===== config.mk =====
export PLATFORM = sky130hd
export DESIGN_NAME = wildcard_byte_pattern_scan_core
export DESIGN_NICKNAME = d
export VERILOG_FILES = /design/src/rtl/wbps_pkg.sv /design/src/rtl/wildcard_byte_pattern_scan_core.sv
export SDC_FILE = /design/constraint.sdc
export NUM_CORES = 1
export LEC_CHECK = 0
export BUFFER_PORTS_ARGS = -buffer_cell sky130_fd_sc_hd__buf_2
export CORE_MARGIN = 2
export CORE_UTILIZATION = 30
export CTS_BUF_LIST = sky130_fd_sc_hd__clkbuf_16
export DETAILED_ROUTE_END_ITERATION = 16
export PLACE_DENSITY = 0.44
export SLEW_MARGIN = 20
export SYNTH_ARGS = -nofsm -noshare
export SYNTH_HDL_FRONTEND = slang
export SYNTH_SLANG_ARGS = --single-unit

===== constraint.sdc =====
create_clock -name clk -period 12.1 [get_ports clk]
set_input_delay 1.21 -clock clk [delete_from_list [all_inputs] [get_ports clk]]
set_output_delay 1.21 -clock clk [all_outputs]
set_load 0.005 [all_outputs]

===== src/rtl/wbps_pkg.sv =====
// package for the wildcard byte pattern scan core
// holds configuration register indexes, field widths and parameter defaults
// no dependencies
`default_nettype none

package wbps_pkg;

    localparam int MAX_PATTERN_BYTES_DEF = 16;
    localparam int PATTERN_STORE_BYTES   = 16;

    localparam int CFG_INDEX_W = 3;
    localparam int CFG_DATA_W  = 64;
    localparam int ADDR_W      = 64;
    localparam int PLEN_W      = 5;
    localparam int WILD_W      = 16;

    typedef enum logic [CFG_INDEX_W-1:0] {
        REG_PATTERN_LOW   = 3'd0,
        REG_PATTERN_HIGH  = 3'd1,
        REG_WILDCARD_BITS = 3'd2,
        REG_PATTERN_LEN   = 3'd3,
        REG_BASE_ADDRESS  = 3'd4
    } cfg_reg_t;

endpackage

`default_nettype wire


===== src/rtl/wildcard_byte_pattern_scan_core.sv =====
// The input register takes an accepted byte; the result register loads from it once the result side is free.
// Throughput: one byte item per cycle while the result side does not stall; set by the single window shift and
// parallel compare stage between the input register and the result register.
// Reset: asynchronous active low; clears valids, region state and sets
// configuration registers to their reset values (pattern_len 1, others 0).
// depends on wbps_pkg
`default_nettype none

module wildcard_byte_pattern_scan_core
    import wbps_pkg::*;
#(
    parameter int MAX_PATTERN_BYTES = MAX_PATTERN_BYTES_DEF
) (
    input  wire logic                   clk,
    input  wire logic                   rst_n,
    input  wire logic                   byte_valid,
    output logic                        byte_stall,
    input  wire logic [7:0]             mem_byte,
    input  wire logic                   is_last,
    output logic                        result_valid,
    input  wire logic                   result_stall,
    output logic                        found,
    output logic [ADDR_W-1:0]           match_address,
    input  wire logic                   cfg_wr_en,
    input  wire logic [CFG_INDEX_W-1:0] cfg_index,
    input  wire logic [CFG_DATA_W-1:0]  cfg_wr_data
);

    localparam int LEN_W = $clog2(MAX_PATTERN_BYTES + 1);
    localparam int CMP_W = (LEN_W > PLEN_W) ? LEN_W : PLEN_W;
    localparam int IDX_W = (MAX_PATTERN_BYTES > 1) ? $clog2(MAX_PATTERN_BYTES) : 1;

    logic [CFG_DATA_W-1:0] pattern_low_reg;
    logic [CFG_DATA_W-1:0] pattern_high_reg;
    logic [WILD_W-1:0]     wildcard_bits_reg;
    logic [PLEN_W-1:0]     pattern_len_reg;
    logic [ADDR_W-1:0]     base_address_reg;

    logic       s1_valid_reg, s1_valid_next;
    logic [7:0] s1_byte_reg;
    logic       s1_last_reg;

    logic [7:0]        window_reg  [MAX_PATTERN_BYTES];
    logic [7:0]        window_next [MAX_PATTERN_BYTES];
    logic [ADDR_W-1:0] seen_reg, seen_next;
    logic              reported_reg, reported_next;

    logic              out_valid_reg, out_valid_next;
    logic              found_reg, found_next;
    logic [ADDR_W-1:0] addr_reg, addr_next;

    logic [7:0] pat_byte [MAX_PATTERN_BYTES];
    logic       pat_wild [MAX_PATTERN_BYTES];

    logic [CMP_W-1:0]  plen_ext;
    logic [LEN_W-1:0]  len_eff;
    logic              out_free;
    logic              advance;
    logic              accept;
    logic              mismatch;
    logic              enough;
    logic [ADDR_W-1:0] seen_inc;

    // pattern bytes beyond the stored sixteen are zero and never wild
    for (genvar g = 0; g < MAX_PATTERN_BYTES; g++) begin : g_pat
        if (g < PATTERN_STORE_BYTES / 2) begin : g_low
            assign pat_byte[g] = pattern_low_reg[8*g +: 8];
            assign pat_wild[g] = wildcard_bits_reg[g];
        end
        else if (g < PATTERN_STORE_BYTES) begin : g_high
            assign pat_byte[g] = pattern_high_reg[8*(g-8) +: 8];
            assign pat_wild[g] = wildcard_bits_reg[g];
        end
        else begin : g_none
            assign pat_byte[g] = 8'd0;
            assign pat_wild[g] = 1'b0;
        end
    end

    always_comb
    begin
        plen_ext = CMP_W'(pattern_len_reg);
        if (plen_ext == '0)
        begin
            len_eff = LEN_W'(1);
        end
        else if (plen_ext > CMP_W'(MAX_PATTERN_BYTES))
        begin
            len_eff = LEN_W'(MAX_PATTERN_BYTES);
        end
        else
        begin
            len_eff = LEN_W'(plen_ext);
        end
    end

    assign out_free   = !out_valid_reg || !result_stall;
    assign advance    = s1_valid_reg && out_free;
    assign byte_stall = s1_valid_reg && !out_free;
    assign accept     = byte_valid && !byte_stall;

    always_comb
    begin
        logic [LEN_W-1:0] pos;
        window_next[0] = s1_byte_reg;
        for (int i = 1; i < MAX_PATTERN_BYTES; i++)
        begin
            window_next[i] = window_reg[i-1];
        end
        seen_inc = seen_reg + ADDR_W'(1);
        enough   = seen_inc >= ADDR_W'(len_eff);
        mismatch = 1'b0;
        pos      = '0;
        for (int k = 0; k < MAX_PATTERN_BYTES; k++)
        begin
            if (LEN_W'(k) < len_eff && !pat_wild[k])
            begin
                pos = LEN_W'(len_eff - LEN_W'(1) - LEN_W'(k));
                if (window_next[pos[IDX_W-1:0]] != pat_byte[k])
                begin
                    mismatch = 1'b1;
                end
            end
        end
    end

    always_comb
    begin
        seen_next      = seen_reg;
        reported_next  = reported_reg;
        found_next     = found_reg;
        addr_next      = addr_reg;
        out_valid_next = out_valid_reg && result_stall;
        if (accept)
        begin
            s1_valid_next = 1'b1;
        end
        else if (advance)
        begin
            s1_valid_next = 1'b0;
        end
        else
        begin
            s1_valid_next = s1_valid_reg;
        end
        if (advance)
        begin
            if (!reported_reg)
            begin
                seen_next = seen_inc;
                if (enough && !mismatch)
                begin
                    reported_next  = 1'b1;
                    out_valid_next = 1'b1;
                    found_next     = 1'b1;
                    addr_next      = base_address_reg + seen_reg
                                     - ADDR_W'(len_eff - LEN_W'(1));
                end
                else if (s1_last_reg)
                begin
                    out_valid_next = 1'b1;
                    found_next     = 1'b0;
                    addr_next      = '0;
                end
            end
            if (s1_last_reg)
            begin
                seen_next     = '0;
                reported_next = 1'b0;
            end
        end
    end

    always_ff @(posedge clk or negedge rst_n)
    begin
        if (!rst_n)
        begin
            pattern_low_reg   <= '0;
            pattern_high_reg  <= '0;
            wildcard_bits_reg <= '0;
            pattern_len_reg   <= PLEN_W'(1);
            base_address_reg  <= '0;
        end
        else if (cfg_wr_en)
        begin
            case (cfg_index)
                REG_PATTERN_LOW:   pattern_low_reg   <= cfg_wr_data;
                REG_PATTERN_HIGH:  pattern_high_reg  <= cfg_wr_data;
                REG_WILDCARD_BITS: wildcard_bits_reg <= cfg_wr_data[WILD_W-1:0];
                REG_PATTERN_LEN:   pattern_len_reg   <= cfg_wr_data[PLEN_W-1:0];
                REG_BASE_ADDRESS:  base_address_reg  <= cfg_wr_data;
                default:           ;
            endcase
        end
    end

    always_ff @(posedge clk or negedge rst_n)
    begin
        if (!rst_n)
        begin
            s1_valid_reg  <= 1'b0;
            seen_reg      <= '0;
            reported_reg  <= 1'b0;
            out_valid_reg <= 1'b0;
        end
        else
        begin
            s1_valid_reg  <= s1_valid_next;
            seen_reg      <= seen_next;
            reported_reg  <= reported_next;
            out_valid_reg <= out_valid_next;
        end
    end

    always_ff @(posedge clk)
    begin
        if (accept)
        begin
            s1_byte_reg <= mem_byte;
            s1_last_reg <= is_last;
        end
        if (advance && !reported_reg)
        begin
            for (int i = 0; i < MAX_PATTERN_BYTES; i++)
            begin
                window_reg[i] <= window_next[i];
            end
        end
        found_reg <= found_next;
        addr_reg  <= addr_next;
    end

    assign result_valid  = out_valid_reg;
    assign found         = found_reg;
    assign match_address = addr_reg;

endmodule

`default_nettype wire


==> Word-level counts from Yosys, hierarchy flattened <==
Memory sizes are Yosys's and may differ from the RTL's.
Cells that the tools add are included.
{ "totals": {"regBits": 354, "wordCells": 260, "out_inout_bits": 67, "ram_bits": 128, "mem_count": 1} }
{ "op_classes": {"bitwise": 17, "n_eq_ne": 21, "n_addsub": 20, "reduce_logical": 56, "n_mux": 98, "magnitude_cmp": 34} }
{ "mem_list": {"columns": ["name", "words", "word_bits", "rd", "rd_clocked_by_memory_dff", "write_ports", "line_no", "rtl"], "rows": [
  ["window_reg", 16, 8, 15, 0, 16, "wildcard_byte_pattern_scan_core.sv:43", "logic [7:0] window_reg [MAX_PATTERN_BYTES];"]
]} }
{ "ops": {"columns": ["op", "count"], "rows": [
  ["8-bit binary-select mux with 4-bit select", 16],
  ["64-bit two-way mux", 4],
  ["8-bit two-way mux", 32],
  ["8-bit inequality test", 16],
  ["5-bit greater-or-equal comparator (second input constant)", 16],
  ["4-bit inverter with 5-bit output", 16],
  ["64-bit by 1-bit adder with 64-bit output (second input constant)", 1],
  ["64-bit adder", 1],
  ["64-bit by 5-bit greater-or-equal comparator with 1-bit output", 1],
  ["64-bit subtractor", 1],
  ["1-bit two-way mux", 44],
  ["4-bit by 5-bit < comparator with 1-bit output (first input constant)", 8],
  ["4-bit subtractor (second input constant)", 8],
  ["1-bit logical AND", 22],
  ["1-bit zero test", 22],
  ["3-bit by 5-bit < comparator with 1-bit output (first input constant)", 4],
  ["4-bit by 3-bit subtractor with 4-bit output (second input constant)", 4],
  ["2-bit AND reduction", 6],
  ["1-bit by 5-bit < comparator with 1-bit output (first input constant)", 2],
  ["2-bit by 5-bit < comparator with 1-bit output (first input constant)", 2],
  ["5-bit two-way mux", 2],
  ["4-bit by 1-bit subtractor with 4-bit output (second input constant)", 2],
  ["4-bit by 2-bit subtractor with 4-bit output (second input constant)", 2],
  ["3-bit by 2-bit equality test with 1-bit output (second input constant)", 2],
  ["11 further kinds", 12]
]} }

==> Logic depth before layout (Yosys ltp) <==
{ "logic_depth": {"word_depth": 46, "depth_mapped": 29} }

==> Worst setup path before layout <==
No wires, ideal clock.
{ "synth_timing": {"kind": "reg2reg", "startpoint": "reg pattern_len_reg[2]", "endpoint": "reg found_reg, in the netlist found, enable pin", "required_time_ps": 11532, "synth_period_minus_slack_ps": 11875, "t_arrival_ps": 11307, "setup_slack_ps": 225, "path_buffers": 8, "setup_time_ps": 568, "path_stages_with_launch": 27, "path_cell_list": "dfrtp_1 -> buf_2 -> or3_1 -> a21oi_4 -> inv_2 -> buf_2 -> buf_2 -> buf_2 -> clkbuf_1 -> ha_1 -> xnor2_4 -> inv_2 -> buf_2 -> buf_1 -> ha_1 -> and2_1 -> a32oi_1 -> nand2_1 -> clkbuf_1 -> mux2i_1 -> xnor2_1 -> o31a_1 -> o31a_1 -> or4_1 -> or4_1 -> and2_1 -> nor3_1"} }
{ "synth_between": {"elab_chain_cells": 45} }
{ "synth_lines": {"columns": ["element", "line_no", "rtl"], "rows": [
  ["start: declaration", "wildcard_byte_pattern_scan_core.sv:36", "logic [PLEN_W-1:0] pattern_len_reg;"],
  ["start signal: assignment", "wildcard_byte_pattern_scan_core.sv:190", "REG_PATTERN_LEN: pattern_len_reg <= cfg_wr_data[PLEN_W-1:0];"],
  ["5-bit > comparator", "wildcard_byte_pattern_scan_core.sv:87", "else if (plen_ext > CMP_W'(MAX_PATTERN_BYTES))"],
  ["5-bit two-way mux", "wildcard_byte_pattern_scan_core.sv:87", null],
  ["5-bit two-way mux *", "wildcard_byte_pattern_scan_core.sv:83", "if (plen_ext == '0)"],
  ["branches (longest 39 deep; another with 4-bit by 1-bit subtractor with 4-bit output)", null, null],
  ["1-bit logical AND *", "wildcard_byte_pattern_scan_core.sv:151", "if (enough && !mismatch)"],
  ["2-bit nonzero test (no line) *", null, null],
  ["3-bit AND reduction (no line) *", null, null],
  ["end signal: assignment", "wildcard_byte_pattern_scan_core.sv:229", "found_reg <= found_next;"],
  ["end: declaration", "wildcard_byte_pattern_scan_core.sv:49", "logic found_reg, found_next;"]
]} }
Every way passes the cells marked *. The select of a mux whose other input is x is not followed.
A chain may end at the register's enable or synchronous reset.

==> Worst setup path in the final report <==
{ "layout_timing": {"startpoint": "reg pattern_len_reg[3]", "endpoint": "reg addr_reg[9], in the netlist match_address[9], enable pin"} }
{ "layout_between": {"elab_chain_cells": 45} }
{ "layout_lines": {"columns": ["element", "line_no", "rtl"], "rows": [
  ["5-bit > comparator", "wildcard_byte_pattern_scan_core.sv:87", null],
  ["5-bit two-way mux", "wildcard_byte_pattern_scan_core.sv:87", null],
  ["5-bit two-way mux *", "wildcard_byte_pattern_scan_core.sv:83", null],
  ["branches (longest 39 deep; another with 4-bit by 1-bit subtractor with 4-bit output)", null, null],
  ["1-bit logical AND *", "wildcard_byte_pattern_scan_core.sv:151", null],
  ["2-bit nonzero test (no line) *", null, null],
  ["3-bit AND reduction (no line) *", null, null],
  ["end signal: assignment", "wildcard_byte_pattern_scan_core.sv:230", "addr_reg <= addr_next;"],
  ["end: declaration", "wildcard_byte_pattern_scan_core.sv:50", "logic [ADDR_W-1:0] addr_reg, addr_next;"]
]} }
Marks and branches as above.

==> impl_results.md <==
- Status: complete, no violations
- Core Area: between 100000 and 150000 um2
- Placed Area: about 36000 um2
- ANT nets after route: 0
- Reg clk slew, reported paths: ~0.070 ns
- Gr usage total: 0.201
- GP Congestion: slightly above 0.9
- CP endpoint kind: flop
- Synthesized Nets: between 3000 and 4000
- Hold_ws: just over 0.5 ns
- Most instantiated library cell after synthesis: mux2i_1
- Relative slew slack: 0.274
- Part of the cycle the worst path needs: 0.748
- Design Area, Final: roughly 38000 um2
- Seq/Total Area, Yosys: 0.387
- Clock Latency Late Sink: ~0.67 ns
- CTS tree: built
- CTS buffer count: 58
- Grt total ovfl: 0
- Peak VDD IR: ~0.13 mV
- Post-synth top area share: 0.210
- Final Hold Vio Count: 0
- Vias per inst: between 5 and 6
- Final slew viol count: 0
- Placement Setup Slack: between 2 and 3 ns
- Root buffer cell: clkbuf_16
- Setup Viol. Count Final: 0
- Area contributors post-synth: dfrtp_1 21%, edfxtp_1 18%, mux4_2 9.4%
- Synth area leader: dfrtp_1
- Sink Count: between 400 and 500
- Largest register FFs: 120
- DR WL/cell: around 24 um
- Post-synth EDFFs: 194
- Synthesized instance count: roughly 3100
- Leakage dissipation: 15.4 nW
- # nets final: about 3400
- Post-CTS setup buffers: 0
- Area Growth Syn to Fin: 13.2%
- Top Ports: 148
- Mapped Area: roughly 33000 um2
- Synthesis Warnings: 0
- FP Rows: 122
- Largest net degree at the start of global routing: about 100
- Max_cap viols: 0
- 1st-pass router iterations: 7
- Synthesis-stage register bit count: roughly 470
- # DRC: 0
- Critical path data required time: between 10 and 15 ns
- Ys async rst share: 0.591
- RSZ-0062 raised after global routing: no
- Critical-path maximum fanout: 64
- Worst Tran Pin Value: roughly 1.1 ns
- Syn avg cell area: about 11 um2
- Post-synth top cells: 303 x mux2i_1, 279 x dfrtp_1, 266 x inv_1
- H-tree depth: 2
- Number of fillers in the final layout: approximately 11000
- Die Width: between 300 and 400 um
- Setup WS post-layout: approximately 3.0 ns
- Post-CTS Hold Fix Bufs: 0
- Arr. time, crit path: 9.34 ns
- Post-DP HPWL: slightly below 90 mm
- Minimum clock period: 9.05 ns
- Reg2reg setup slack: 3.05 ns
- P per Cell Area: 235 nW/um2
- Post-CTS sizing: 0
- Initial antenna violation count: 9
- F_max: roughly 110 MHz
- Share of cells above drive strength 1: 0.190
- Vias in the first global route: around 24000
- Path type of the worst setup path: reg -> reg
- Die Y: between 300 and 400 um
- Synth unique cells: 82
- Port Buffers: approximately 150
- DRT iter0 DRCs: approximately 2000
- Post-synth top flop: dfrtp_1
- Initial Util: 0.301
- Routed wire length: around 110 mm
- DR vias: ~25000
- Worst Hold Class: reg -> reg
- Post-route setup TNS: 0 ns
- First-pass GRT wire length: 169 mm
- Clk_skew: approximately 0.028 ns
- Die area: approximately 110000 um2
- Max Root-Sink Buffers: 3
- CP startpoint kind: flop
report_power, final:
part	switching (mW)	total, mW	internal (mW)
registers	0.224	2.15	1.92
clock network	0.768	1.79	1.02
logic	2.80	4.89	2.09
cell type report:
class / instances / area, um2 / share of cell area
clock inverters: 43 / 292 / 0.00776
multi-input cells: 2185 / 18800 / 0.502
well taps: 1488 / 1860 / 0.0496
flip-flops and latches: 474 / 12800 / 0.342
inverters: 274 / 1030 / 0.0275
repair buffers: 190 / 1070 / 0.0284
clock buffers: 65 / 1630 / 0.0433
diodes: 1 / 2.50 / 0.0000666
cell usage in the layout, fill, tap and decap left out, types with 11 or more instances in the layout:
master	synthesis	final
a211oi_1	18	18
a21o_1	36	35
a21oi_1	127	124
a31oi_1	27	27
and2_1	14	14
and3_1	20	20
buf_2	16	146
buf_4	0	43
clkbuf_16	0	65
clkinv_2	0	11
dfrtp_1	279	279
edfxtp_1	194	194
fa_1	62	62
ha_1	82	81
inv_1	266	279
mux2_2	158	158
mux2i_1	303	303
mux4_2	138	138
nand2_1	217	217
nand3_1	71	71
nand4_1	60	60
nor2_1	156	155
nor2b_1	16	16
nor3_1	49	46
nor4_1	34	34
o21ai_0	186	186
o21bai_1	15	15
or3_1	15	15
xnor2_1	137	137
xor2_1	77	76
per-layer routing:
layer	routed length, um	up-vias	GRT usage
li1	-	11500	-
met1	53600	12500	0.286
met2	51000	644	0.308
met3	5050	164	0.0242
met4	5190	0	0.0853
met5	0	-	0
path summary, 6_finish.rpt:
path / start / to / depth (start not counted)
worst max-delay path: pattern_len_reg[3] / match_address[9] / 20
worst min-delay path: wildcard_bits_reg[8] / wildcard_bits_reg[8] / 1
worst max register to register: pattern_len_reg[3] / match_address[9] / 20
worst min register to register: wildcard_bits_reg[8] / wildcard_bits_reg[8] / 1
max in group asynchronous: rst_n / pattern_low_reg[61] / 3
min in group asynchronous: rst_n / pattern_low_reg[8] / 1
critical path, stage by stage (launching register included):
cell	delay [ns]
dfrtp_1	0.96
or3_1	0.28
a21oi_4	0.08
inv_4	0.56
ha_1	0.42
xnor2_4	0.14
buf_4	0.33
inv_2	0.32
ha_1	0.37
and2_1	0.20
a32oi_1	0.25
nand2_1	0.54
mux4_2	0.66
xor2_1	0.16
nor4_1	0.39
a211oi_1	0.14
or4_1	0.42
or4_2	1.08
and2_1	0.36
nor3_2	0.15
buf_4	0.70
stage by stage:
step	std cells	utilization	power, mW
2_1_floorplan	3085	-	5.65
3_3_place_gp	4611	0.323	7.07
3_5_place_dp	4611	0.323	7.06
4_1_cts	4719	0.341	8.89
5_1_grt	4719	0.341	9.38
6_report	4720	0.341	8.83
cell families (layout without fill, tap and decap cells):
logic type | Yosys count | count (layout) | synth area share
other cells | 0 | 1 | 0
xor+xnor | 217 | 217 | 0.0583
compound gates | 530 | 530 | 0.0990
flops | 474 | 474 | 0.387
mux | 599 | 599 | 0.239
fa+ha+maj | 144 | 144 | 0.0683
buf+inv | 426 | 572 | 0.0488
simple gates | 695 | 695 | 0.100
No activity file was read; power rests on OpenSTA's default activity.
